--- src/rtl/sv39pt_pkg.sv ---
// ----------------------------------------------------------------------------
// sv39pt_pkg
// Shared widths, microcode word layout and the microcode program of the
// Sv39 page table insert block.
// ----------------------------------------------------------------------------
package sv39pt_pkg;

  localparam int TABLE_PAGES_DEF = 64;

  localparam int VPN_W   = 27;
  localparam int PPN_W   = 44;
  localparam int PERM_W  = 10;
  localparam int PTE_W   = 64;
  localparam int IDX_W   = 9;
  localparam int PPN_LSB = 10;

  // Bit positions of the three 9-bit table indices inside the virtual page.
  localparam int I2_LSB = 18;
  localparam int I1_LSB = 9;
  localparam int I0_LSB = 0;

  // A pointer entry carries only the valid bit in its low ten bits.
  localparam logic [PERM_W-1:0] PTE_PTR_FLAGS = 10'h001;

  localparam int CFG_ADDR_W = 4;
  localparam int CFG_DATA_W = 64;

  // Register index as decoded from paddr bit 3 (8-byte register spacing).
  localparam logic REG_TABLE_BASE = 1'b0;

  typedef enum logic [2:0] {
    ST_CLEAR = 3'd0,
    ST_IDLE  = 3'd1,
    ST_WALK2 = 3'd2,
    ST_WALK1 = 3'd3,
    ST_LEAF  = 3'd4,
    ST_NEW2  = 3'd5,
    ST_NEW1  = 3'd6,
    ST_FAIL  = 3'd7
  } step_t;

  typedef enum logic [2:0] {
    MEM_NONE,
    MEM_RD_ROOT,
    MEM_RD_MID,
    MEM_WR_CLEAR,
    MEM_WR_ROOT,
    MEM_WR_MID,
    MEM_WR_LEAF
  } mem_op_t;

  typedef enum logic [2:0] {
    PG_KEEP,
    PG_P1_PTR,
    PG_P0_PTR,
    PG_P1_NEW,
    PG_P0_NEW
  } page_op_t;

  typedef enum logic [1:0] {
    OUT_NONE,
    OUT_OK,
    OUT_FAIL
  } out_op_t;

  typedef enum logic [2:0] {
    COND_NEXT,
    COND_JUMP,
    COND_ACCEPT,
    COND_CLEAR,
    COND_ROOT,
    COND_MID,
    COND_OUT
  } cond_t;

  typedef struct packed {
    logic     in_ready;
    mem_op_t  mem_op;
    page_op_t page_op;
    out_op_t  out_op;
    cond_t    cond;
    step_t    target;
  } uword_t;

  typedef struct packed {
    logic accept;
    logic clr_last;
    logic ent_inv;
    logic ent_stray;
    logic room1;
    logic room2;
    logic out_full;
  } dp_flags_t;

  // Microcode program: one control word per step.
  function automatic uword_t ucode_rom(step_t step);
    uword_t w;
    w = '{1'b0, MEM_NONE, PG_KEEP, OUT_NONE, COND_JUMP, ST_IDLE};
    case (step)
      ST_CLEAR: w = '{1'b0, MEM_WR_CLEAR, PG_KEEP,   OUT_NONE, COND_CLEAR,  ST_CLEAR};
      ST_IDLE:  w = '{1'b1, MEM_RD_ROOT,  PG_KEEP,   OUT_NONE, COND_ACCEPT, ST_IDLE};
      ST_WALK2: w = '{1'b0, MEM_RD_MID,   PG_P1_PTR, OUT_NONE, COND_ROOT,   ST_NEW2};
      ST_WALK1: w = '{1'b0, MEM_NONE,     PG_P0_PTR, OUT_NONE, COND_MID,    ST_NEW1};
      ST_LEAF:  w = '{1'b0, MEM_WR_LEAF,  PG_KEEP,   OUT_OK,   COND_OUT,    ST_IDLE};
      ST_NEW2:  w = '{1'b0, MEM_WR_ROOT,  PG_P1_NEW, OUT_NONE, COND_NEXT,   ST_NEW1};
      ST_NEW1:  w = '{1'b0, MEM_WR_MID,   PG_P0_NEW, OUT_NONE, COND_JUMP,   ST_LEAF};
      ST_FAIL:  w = '{1'b0, MEM_NONE,     PG_KEEP,   OUT_FAIL, COND_OUT,    ST_IDLE};
      default:  w = '{1'b0, MEM_NONE,     PG_KEEP,   OUT_NONE, COND_JUMP,   ST_IDLE};
    endcase
    return w;
  endfunction

endpackage

--- src/rtl/sv39pt_useq.sv ---
// ----------------------------------------------------------------------------
// sv39pt_useq
// Microcode sequencer: step counter, program ROM and jump selection.
// ----------------------------------------------------------------------------
module sv39pt_useq (
  input  logic                  clk,
  input  logic                  rst_n,
  input  sv39pt_pkg::dp_flags_t flags,
  output sv39pt_pkg::uword_t    uword
);
  import sv39pt_pkg::*;

  step_t step_r;
  step_t step_nxt;
  step_t step_inc;

  assign uword    = ucode_rom(step_r);
  assign step_inc = step_t'(step_r + 3'd1);

  always_comb begin
    step_nxt = step_r;
    case (uword.cond)
      COND_NEXT:   step_nxt = step_inc;
      COND_JUMP:   step_nxt = uword.target;
      COND_ACCEPT: step_nxt = flags.accept ? step_inc : uword.target;
      COND_CLEAR:  step_nxt = flags.clr_last ? step_inc : uword.target;
      COND_ROOT: begin
        // An invalid root entry needs two fresh pages.
        if (flags.ent_stray || (flags.ent_inv && !flags.room2)) begin
          step_nxt = ST_FAIL;
        end else if (flags.ent_inv) begin
          step_nxt = uword.target;
        end else begin
          step_nxt = step_inc;
        end
      end
      COND_MID: begin
        if (flags.ent_stray || (flags.ent_inv && !flags.room1)) begin
          step_nxt = ST_FAIL;
        end else if (flags.ent_inv) begin
          step_nxt = uword.target;
        end else begin
          step_nxt = step_inc;
        end
      end
      COND_OUT:    step_nxt = flags.out_full ? step_r : uword.target;
      default:     step_nxt = step_r;
    endcase
  end

  always_ff @(posedge clk) begin
    if (!rst_n) begin
      step_r <= ST_CLEAR;
    end else begin
      step_r <= step_nxt;
    end
  end

endmodule

--- config.mk ---
export PLATFORM = sky130hd
export DESIGN_NAME = sv39pt_useq
export DESIGN_NICKNAME = d
export VERILOG_FILES = /design/src/rtl/sv39pt_pkg.sv /design/src/rtl/sv39pt_useq.sv
export SDC_FILE = /design/constraint.sdc
export NUM_CORES = 1
export LEC_CHECK = 0
export BUFFER_PORTS_ARGS = -buffer_cell sky130_fd_sc_hd__buf_4
export CORE_MARGIN = 5
export CORE_UTILIZATION = 47
export DETAILED_ROUTE_END_ITERATION = 8
export PLACE_DENSITY = 0.74
export SYNTH_ARGS = -nofsm -noshare
export SYNTH_HDL_FRONTEND = slang
export SYNTH_SLANG_ARGS = --single-unit
--- constraint.sdc ---
create_clock -name clk -period 2.3 [get_ports clk]
set_clock_uncertainty 0.1 [all_clocks]
set_input_delay 0.115 -clock clk [delete_from_list [all_inputs] [get_ports clk]]
set_output_delay 0.115 -clock clk [all_outputs]
set_load 0.05 [all_outputs]
==> reports/qor.csv, run 1 <==
stage;metric;value;unit
synthesis;EDFF count, synth;0;
critical_path;CP Class;reg2reg;
drt;routed len/inst;14.83;microns
critical_path;largest fanout on the critical path;6;
die;die width;56.98;microns
cells_and_area;diodes inserted;0;
synthesis;main area contributors after synthesis;dfxtp_1 33%, ha_1 6.0%, mux2i_1 5.8%;
die;Die H;56.98;microns
drt;drt total wl;2580;microns
critical_path;cells on worst reg2reg path;8;
clock_network;Num CTS Buffers;3;
timing;Max transition margin;66.49;%
critical_path;Reg2Reg Setup Slack;0.03;ns
timing;slew of the pin with the lowest slew margin;0.5011;ns
power;combinational power share;69.9;%
synthesis;yosys warns;0;
job;Max-cap violations;0;
clock_network;CTS max path bufs;2;
grt;first-pass GRT wire length;4050;microns
die;I/O pin cnt;24;
worst_hold_path;Hold Crit Depth;3;
worst_hold_path;Endpoint, Worst Hold;step_r[1];
critical_path;worst reg2reg path endpoint;uword[8];
grt;largest net degree at the start of global routing;15;
cells_and_area;commonest non-fill, non-tap cell in the layout;buf_4;
cells_and_area;leading cell types in the layout, fill and taps excluded;39 x buf_4, 11 x dfxtp_1, 9 x inv_1;
cells_and_area;layout cells sized above 1;50.68;%
die;initial core utilization;48.28;%
clock_network;H-tree levels;1;
critical_path;Crit path arrival time;2.34;ns
drt;DRC;0;
power;clock share of power;6.6;%
die;core area;0.002148;sq mm
critical_path;reg2reg start;uword[3];
die;# rows;17;
synthesis;post-synth net total;119;
placement;PortBufs;23;
power;Switching Share;46.21;%
cells_and_area;Syn-to-layout area delta;41.38;%
power;Int Pwr;0.001218;W
power;NetSw;0.001046;W
outcome;status;finished clean;
clock_network;Worst-path clk slew;0.09;ns
drt;via-per-instance ratio;5.460;
grt;vias in the first global route;929;
cells_and_area;fin nets;161;
critical_path;required time of the critical path;2.37;ns
timing;final setup fails;0;
grt;initial antenna violation count;0;
placement;gpl congestion;0.8588;
synthesis;ys flop type;dfxtp_1;
timing;Final period util;98.53;%
placement;half-perimeter wire length after placement;1796;microns
drt;Pre-Repair DR Iteration Count;4;
drt;Initial DRC Count;28;
cells_and_area;Finished Core Util;68.26;%
clock_network;Root Buffer;clkbuf_4;
synthesis;FFs w/ async S/R, synth;0;%
timing;Achievable Freq;441.3;MHz
grt;all-layer global routing usage;15.69;%
synthesis;Seq/Total Area, Yosys;32.81;%
timing;fin. max-slew vios;0;
critical_path;CP startpoint kind;flop;
power;sequential power share;23.4;%
synthesis;cells after synthesis;105;
synthesis;syn avg cell area;9.879;sq um
power;PwrDens;1544;mW/mm^2
timing;hold_ws;0.07833;ns
timing;Hold Fails Final Rpt;0;
synthesis;Netlist cell types;44;
timing;final worst path period need;2.266;ns
power;Leak;0.6981;nW
timing;RSZ-0062 raised after global routing;yes;
critical_path;Critical Path Sink Type;flop;
clock_network;CTS sink count;17;
synthesis;biggest area consumer among synthesized cells;dfxtp_1;
clock_network;Post-CTS Hold Buffers;0;
power;Peak VDD IR;0.9371;mV
synthesis;mapped cell area;0.001037;sq mm
worst_hold_path;worst hold path type;in2reg;
grt;gr ovfl total;0;
drt;via total after detailed routing;950;
clock_network;clk_lat worst skew;0.28;ns
drt;ANT nets after route;0;
synthesis;area share of the leading cell type in the synthesized netlist;32.81;%
die;die area;0.003246;sq mm
worst_hold_path;Min-Delay Startpoint;rst_n;
synthesis;Seq cells post-synth;17;
clock_network;TritonCTS clock tree;yes;
synthesized netlist by cell type, types with 2 or more instances:
library cell,number
a21oi_1,5
mux2_1,3
mux2_2,3
mux2i_1,6
nand2_1,2
ha_1,5
nor4b_1,2
o211ai_1,2
nand2b_1,2
inv_2,2
nor2_1,6
o2bb2ai_1,2
inv_1,11
buf_4,3
a211oi_1,2
dfxtp_1,17
nor2b_1,4
o211ai_2,2
through the flow:
stage	setup TNS, ns	setup slack [ns]	instances	total power (W)	cell area [sq um]
6_report	0	0.03378	174	0.002264	1466
5_1_grt	-0.1715	-0.04041	174	0.002418	1466
4_1_cts	0	0.01768	168	0.002085	1371
3_5_place_dp	-0.08973	-0.05090	160	0.001842	1294
3_3_place_gp	0	0.02599	160	0.001819	1294
2_1_floorplan	-0.05857	-0.05857	105	0.001464	1045
worst max-delay path, cell delays in order, from the launching register on:
cell and delay (ns):
dfxtp_4 0.38, buf_6 0.13, buf_4 0.12, o211ai_1 0.31, o22ai_2 0.18, a211oi_4 0.40
inv_2 0.07, ha_2 0.19, mux2_1 0.28
per-layer routing:
| metal | global-route usage (%) | vias to the layer above | share of wire (%) |
|---|---|---|---|
| li1 | - | 468 | - |
| met1 | 19.11 | 446 | 42 |
| met2 | 26.10 | 32 | 50 |
| met3 | 3.167 | 4 | 6.1 |
| met4 | 7.947 | 0 | 1.4 |
| met5 | 0 | - | 0 |
flip-flops by register name, indices dropped and copies added, names as in the netlist:
signal  cells
uword      14
step_r      3
timing repair:
| item | in CTS | in global routing |
|---|---|---|
| buffers inserted | 4 | 6 |
| gates resized for setup | 5 | 14 |
| pin swaps | 3 | 8 |
| setup endpoints to repair | 4 | 9 |
power by group through the flow:
stage                     clock, W  sequential [W]  combinational [W]
final                     0.000151        0.000530            0.00158
after detailed placement         0        0.000535            0.00131
after floorplan                  0        0.000763           0.000700
after global routing      0.000176        0.000546            0.00170
after global placement           0        0.000531            0.00129
after CTS                 0.000158        0.000535            0.00139
cells by family after synthesis:
group,synth area share [%]
AOI/OAI and AO/OA,26.30
xor gates and xnor gates,0.8445
adders and majority gates,6.031
buffers and inverters,8.444
DFF,32.81
muxes,12.30
and+or+nand+nor,13.27
area by class of cell:
class	count	area, sq um
repair buffers	42	335.3
fillers	173	681.9
multi-input cells	70	668.1
well taps	28	35.03
inverters	13	48.80
flip-flops and latches	17	352.8
clock buffers	4	26.28
worst max-delay path by stage:
| stage | from | end | slack, ns | depth (start not counted) |
|---|---|---|---|---|
| 3_5_place_dp | step_r[1] | uword[5] | -0.05 | 8 |
| 5_1_grt | uword[3] | uword[8] | -0.04 | 8 |
| 3_3_place_gp | step_r[1] | uword[9] | 0.03 | 8 |
| 6_report | uword[3] | uword[8] | 0.03 | 8 |
| 2_1_floorplan | uword[4] | uword[5] | -0.06 | 9 |
| 4_1_cts | uword[3] | uword[5] | 0.02 | 7 |
(Power assumes the default switching activity.)
==> run 2: changes to the inputs <==
--- a/config.mk
+++ b/config.mk
@@ -5,11 +5,12 @@
 export SDC_FILE = /design/constraint.sdc
 export NUM_CORES = 1
 export LEC_CHECK = 0
+export ABC_AREA = 1
 export BUFFER_PORTS_ARGS = -buffer_cell sky130_fd_sc_hd__buf_4
 export CORE_MARGIN = 5
 export CORE_UTILIZATION = 47
 export DETAILED_ROUTE_END_ITERATION = 8
-export PLACE_DENSITY = 0.74
+export PLACE_DENSITY = 0.73
 export SYNTH_ARGS = -nofsm -noshare
 export SYNTH_HDL_FRONTEND = slang
 export SYNTH_SLANG_ARGS = --single-unit
==> run 2 against run 1 <==
  * Combinational power about the same
  * Global-route usage decreased by 0.17 points
  * Critical path type unchanged
  * Sequential power decreased by 2%
  * Final cell count increased by 24%
  * Critical endpoint is now uword[4]
==> reports/qor.csv, run 2 <==
stage;metric;value;unit
synthesis;Seq/Total Area, Yosys;31.41;%
power;Peak VDD IR;0.8571;mV
clock_network;TritonCTS clock tree;yes;
cells_and_area;Syn-to-layout area delta;21.94;%
die;I/O pin cnt;24;
timing;TNS Setup;0;ns
placement;dpl cells;210;
critical_path;Cell Chain, Critical Path;ha_1, inv_1, nand2_1, nand2_1, nand2_1, nand2_1, nand3_2, o21bai_4, a21boi_2, ha_1, inv_1, nand3_1, nand2_1;
grt;first-pass GRT wire length;4140;microns
synthesis;Synth Area in XOR/XNOR;0;%
cells_and_area;Largest register FFs;14;
timing;Final period util;91.41;%
synthesis;EDFF count, synth;0;
drt;routed len/inst;11.39;microns
synthesis;yosys warns;0;
drt;metal3 WL;135;microns
drt;DRC;0;
clock_network;CTS max path bufs;2;
synthesis;FFs w/ async S/R, synth;0;%
synthesis;Netlist cell types;23;
critical_path;CP startpoint kind;flop;
drt;Met2 Wirelength;1214;microns
outcome;status;finished clean;
job;Max-cap violations;0;
synthesis;syn avg cell area;6.730;sq um
drt;drt total wl;2448;microns
synthesis;post-synth net total;175;
synthesis;mux share of post-synthesis cell area;0;%
synthesis;main area contributors after synthesis;dfxtp_1 31%, nand2_1 19%, nand3_1 8.3%;
grt;vias in the first global route;985;
clock_network;Num CTS Buffers;3;
power;PwrDens;1692;mW/mm^2
clock_network;Root Buffer;clkbuf_4;
power;Int Pwr;0.0009911;W
synthesis;adder-cell share of the synthesized area;5.774;%
synthesis;Synth Area in Compound Gates;8.199;%
placement;half-perimeter wire length after placement;1978;microns
critical_path;CP Class;reg2reg;
critical_path;Critical Path Sink Type;flop;
worst_hold_path;worst hold path type;in2reg;
timing;fin. max-slew vios;0;
synthesis;cells after synthesis;161;
synthesis;Synth Area in Simple Gates;46.19;%
cells_and_area;leading cell types in the layout, fill and taps excluded;56 x nand2_1, 24 x buf_4, 18 x nand3_1;
clock_network;Post-CTS Hold Buffers;0;
placement;gpl congestion;0.8472;
synthesis;Seq cells post-synth;17;
drt;wire length on met1;1055;microns
synthesis;mapped cell area;0.001084;sq mm
drt;top sig layer;met4;
power;NetSw;0.001244;W
power;Switching Share;55.67;%
cells_and_area;register area;342.8;sq um
die;initial core utilization;48.98;%
synthesis;most frequent cell after synthesis;nand2_1;
timing;Max transition margin;78.28;%
timing;Achievable Freq;475.6;MHz
clock_network;CTS sink count;17;
drt;Initial DRC Count;22;
critical_path;Crit path arrival time;2.24;ns
synthesis;area share of the leading cell type in the synthesized netlist;31.41;%
synthesis;biggest area consumer among synthesized cells;dfxtp_1;
cells_and_area;Multi-input gate area;656.9;sq um
critical_path;Crit path max-delay family;adder cells;
die;# rows;17;
power;Leak;0.7426;nW
die;die area;0.003366;sq mm
grt;largest net degree at the start of global routing;13;
cells_and_area;layout cells sized above 1;27.81;%
grt;gr ovfl total;0;
grt;all-layer global routing usage;15.52;%
grt;initial antenna violation count;0;
cells_and_area;diodes inserted;0;
drt;ANT nets after route;0;
placement;PortBufs;23;
cells_and_area;Final Non-Filler Cells;215;
critical_path;Slowest-stage cell, CP;dfxtp_2;
cells_and_area;commonest non-fill, non-tap cell in the layout;nand2_1;
timing;Hold Fails Final Rpt;0;
clock_network;clk_lat worst skew;0.29;ns
clock_network;Worst-path clk slew;0.10;ns
die;core area;0.002212;sq mm
timing;slew of the pin with the lowest slew margin;0.3251;ns
synthesis;ys flop type;dfxtp_1;
die;die width;58.02;microns
power;clock share of power;7.1;%
power;sequential power share;23.3;%
critical_path;required time of the critical path;2.43;ns
synthesis;top cells by count, synth;56 x nand2_1, 18 x nand3_1, 17 x dfxtp_1;
timing;final setup fails;0;
critical_path;most used cell, CP;nand2_1;
clock_network;H-tree levels;1;
critical_path;largest fanout on the critical path;6;
drt;via-per-instance ratio;4.930;
drt;Pre-Repair DR Iteration Count;5;
timing;final worst path period need;2.102;ns
critical_path;Worst path max stage delay;0.36;ns
die;Die H;58.02;microns
cells_and_area;filler cell count;221;
drt;via total after detailed routing;1060;
critical_path;crit path buf inv count;2;
cells_and_area;fin nets;202;
synthesis;combinational family with the most area after synthesis;simple AND/OR/NAND/NOR gates;
power;combinational power share;69.6;%
run 2: worst paths after layout:
path / startpoint / end / slack, ns / cells after the start
setup / recovery: step_r[0] / uword[4] / 0.20 / 13
hold / removal: rst_n / uword[7] / 0.09 / 3
setup reg to reg: step_r[0] / uword[4] / 0.20 / 13
hold reg to reg: step_r[1] / step_r[1] / 0.53 / 2
run 2: metal layers:
metal | up-vias | global-route usage [%]
met5 | - | 0
li1 | 555 | -
met2 | 23 | 27.42
met3 | 6 | 4.009
met1 | 476 | 18.15
met4 | 0 | 4.967
run 2: cell type report:
class	count	share of cell area [%]
inverter	21	5.966
tap	28	2.652
sequential	17	25.95
clock inverter	1	0.3788
multi-input combinational	121	49.72
clock buffer	3	1.705
timing repair buffer	24	13.64
run 2: per-stage QoR:
| step | utilization (%) | area, sq um | setup WS [ns] | hold slack, ns | power, W |
|---|---|---|---|---|---|
| floorplan | - | 1084 | 0.1011 | 0.1415 | 0.001706 |
| global placement | 57.81 | 1279 | 0.2773 | 0.3783 | 0.002021 |
| detailed placement | 57.81 | 1279 | 0.1911 | 0.3892 | 0.002055 |
| CTS | 59.05 | 1306 | 0.1635 | 0.07308 | 0.002217 |
| global route | 59.73 | 1321 | -0.01527 | 0.07319 | 0.002436 |
| finish | 59.73 | 1321 | 0.1975 | 0.08658 | 0.002235 |
run 2: what timing repair did:
action	CTS	global route
endpoints found under the setup margin	0	3
buffers inserted	0	1
gates resized for setup	0	3
run 2: worst register-to-register path, cell delays in order (launching register included):
cell	delay (ns)
dfxtp_2	0.36
ha_1	0.31
inv_1	0.10
nand2_1	0.05
nand2_1	0.07
nand2_1	0.05
nand2_1	0.08
nand3_2	0.10
o21bai_4	0.17
a21boi_2	0.10
ha_1	0.28
inv_1	0.08
nand3_1	0.11
nand2_1	0.10
run 2: cells by family (layout without fill, tap and decap cells):
| kind of cell | Yosys count | after routing |
|---|---|---|
| buf+inv | 23 | 49 |
| fa+ha+maj | 5 | 5 |
| compound gates | 11 | 11 |
| flops | 17 | 17 |
| simple gates | 105 | 105 |
run 2: power groups by stage:
stage | sequential, W | combinational (W) | clock [W]
4_1_cts | 0.000517 | 0.00154 | 0.000165
3_3_place_gp | 0.000518 | 0.00150 | 0
5_1_grt | 0.000539 | 0.00172 | 0.000176
2_1_floorplan | 0.000811 | 0.000895 | 0
6_report | 0.000522 | 0.00156 | 0.000158
3_5_place_dp | 0.000523 | 0.00153 | 0
==> run 3: changes to the inputs <==
--- a/config.mk
+++ b/config.mk
@@ -7,7 +7,7 @@
 export LEC_CHECK = 0
 export ABC_AREA = 1
 export BUFFER_PORTS_ARGS = -buffer_cell sky130_fd_sc_hd__buf_4
-export CORE_MARGIN = 5
+export CORE_MARGIN = 2
 export CORE_UTILIZATION = 47
 export DETAILED_ROUTE_END_ITERATION = 8
 export PLACE_DENSITY = 0.73
==> run 3 against run 2 <==
  * Critical path depth did not move
  * Register-to-register slack barely moved
  * Core utilization rose by 0.18 points
  * Flip-flop and latch count did not move
  * Routed wire length fell by 0.45%
  * Highest routed layer unchanged
==> reports/qor.csv, run 3 (synthesis gave the netlist of run 2 again) <==
stage;metric;value;unit
power;combinational power share;69.5;%
die;initial core utilization;49.46;%
clock_network;Worst-path clk slew;0.10;ns
cells_and_area;leading cell types in the layout, fill and taps excluded;56 x nand2_1, 23 x buf_4, 18 x nand3_1;
clock_network;TritonCTS clock tree;yes;
power;sequential power share;23.4;%
die;die area;0.002706;sq mm
placement;gpl congestion;0.9006;
timing;final worst path period need;2.109;ns
critical_path;CP Class;reg2reg;
worst_hold_path;worst hold path type;in2reg;
drt;Met2 Wirelength;1217;microns
drt;via-per-instance ratio;4.921;
clock_network;number of setup buffers added after CTS;0;
power;Int Pwr;0.0009728;W
timing;final setup fails;0;
critical_path;largest fanout on the critical path;7;
critical_path;required time of the critical path;2.45;ns
timing;Hold Fails Final Rpt;0;
die;Die H;52.02;microns
clock_network;CTS max path bufs;2;
cells_and_area;fin nets;201;
grt;all-layer global routing usage;19.85;%
critical_path;Slowest-stage cell, CP;dfxtp_1;
clock_network;CTS sink count;17;
grt;vias in the first global route;948;
drt;top sig layer;met4;
timing;slew of the pin with the lowest slew margin;0.2885;ns
die;# rows;17;
job;Max-cap violations;0;
clock_network;Post-CTS Hold Buffers;0;
timing;Achievable Freq;474.1;MHz
grt;initial antenna violation count;0;
placement;Post-DP Area;0.001279;sq mm
critical_path;Worst path max stage delay;0.45;ns
cells_and_area;Largest register FFs;14;
die;core area;0.002191;sq mm
drt;routed len/inst;11.39;microns
clock_network;clk_lat worst skew;0.29;ns
timing;fin. max-slew vios;0;
drt;metal3 WL;137;microns
power;clock share of power;7.1;%
critical_path;Reg2Reg Setup Slack;0.19;ns
drt;wire length on met1;1074;microns
cells_and_area;layout cells sized above 1;26.88;%
critical_path;Crit path arrival time;2.26;ns
placement;dpl cells;210;
drt;DRC;0;
critical_path;crit path buf inv count;4;
clock_network;H-tree levels;1;
critical_path;CP startpoint kind;flop;
placement;PortBufs;23;
clock_network;Num CTS Buffers;3;
die;die width;52.02;microns
power;NetSw;0.001244;W
critical_path;Cell Chain, Critical Path;inv_2, nand3_1, inv_1, nand2_1, nand3_1, o21bai_1, nand2_2, nand2_4, inv_1, ha_1, inv_1, nand3_1, nand2_1;
timing;Final period util;91.71;%
cells_and_area;Syn-to-layout area delta;21.13;%
grt;first-pass GRT wire length;3960;microns
die;I/O pin cnt;24;
power;Leak;0.7380;nW
timing;TNS Setup;0;ns
cells_and_area;diodes inserted;0;
timing;Max transition margin;80.66;%
drt;ANT nets after route;0;
placement;half-perimeter wire length after placement;1953;microns
clock_network;Root Buffer;clkbuf_4;
cells_and_area;final instance area;0.001313;sq mm
power;Peak VDD IR;0.9110;mV
critical_path;Critical Path Sink Type;flop;
timing;RSZ-0062 raised after global routing;no;
outcome;status;finished clean;
power;PwrDens;1689;mW/mm^2
drt;drt total wl;2437;microns
drt;Initial DRC Count;21;
timing;hold_ws;0.07553;ns
power;Switching Share;56.11;%
grt;gr ovfl total;0;
cells_and_area;Final Non-Filler Cells;214;
drt;via total after detailed routing;1053;
cells_and_area;commonest non-fill, non-tap cell in the layout;nand2_1;
critical_path;Crit path max-delay family;simple AND/OR/NAND/NOR gates;
grt;largest net degree at the start of global routing;13;
drt;Pre-Repair DR Iteration Count;4;
-- run 3: layout make-up --
class,instances,area [sq um]
flip-flops and latches,17,341.6
well taps,28,35.03
inverters,21,78.83
clock buffers,3,22.52
fillers,224,878.3
repair buffers,23,172.7
multi-input cells,121,656.9
clock inverters,1,5.005
-- run 3: through the flow --
stage          total power, W  util, %  setup slack [ns]
2_1_floorplan        0.001706        -            0.1011
3_3_place_gp         0.002027    58.37            0.1784
3_5_place_dp         0.002061    58.37            0.1585
4_1_cts              0.002223    59.62            0.1273
5_1_grt              0.002419    59.91           0.01467
6_report             0.002216    59.91            0.1906
-- run 3: path summary, 6_finish.rpt --
check / end / depth (start not counted) / startpoint
setup / recovery: uword[4] / 13 / uword[5]
hold / removal: uword[7] / 3 / rst_n
hold reg to reg: step_r[1] / 2 / step_r[1]
setup reg to reg: uword[4] / 13 / uword[5]
-- run 3: tightest hold or removal path: stages --
cell and delay [ns]:
buf_4 0.18, nand3_1 0.10, nor2_1 0.04
-- run 3: timing repair --
item | in CTS | in global routing
hold endpoints to repair | 0 | 0
setup endpoints to repair | 0 | 3
gates resized for setup | 0 | 2
-- run 3: per-layer routing --
layer,vias to the layer above,GRT usage [%]
li1,550,-
met4,0,8.333
met1,468,24.29
met5,-,0
met2,31,35.23
met3,4,1.724
-- run 3: power by group through the flow --
stage          logic (W)  registers [W]  clock network, W
5_1_grt          0.00170       0.000534          0.000180
4_1_cts          0.00155       0.000515          0.000163
3_3_place_gp     0.00151       0.000520                 0
3_5_place_dp     0.00154       0.000522                 0
6_report         0.00154       0.000518          0.000158
2_1_floorplan   0.000895       0.000811                 0
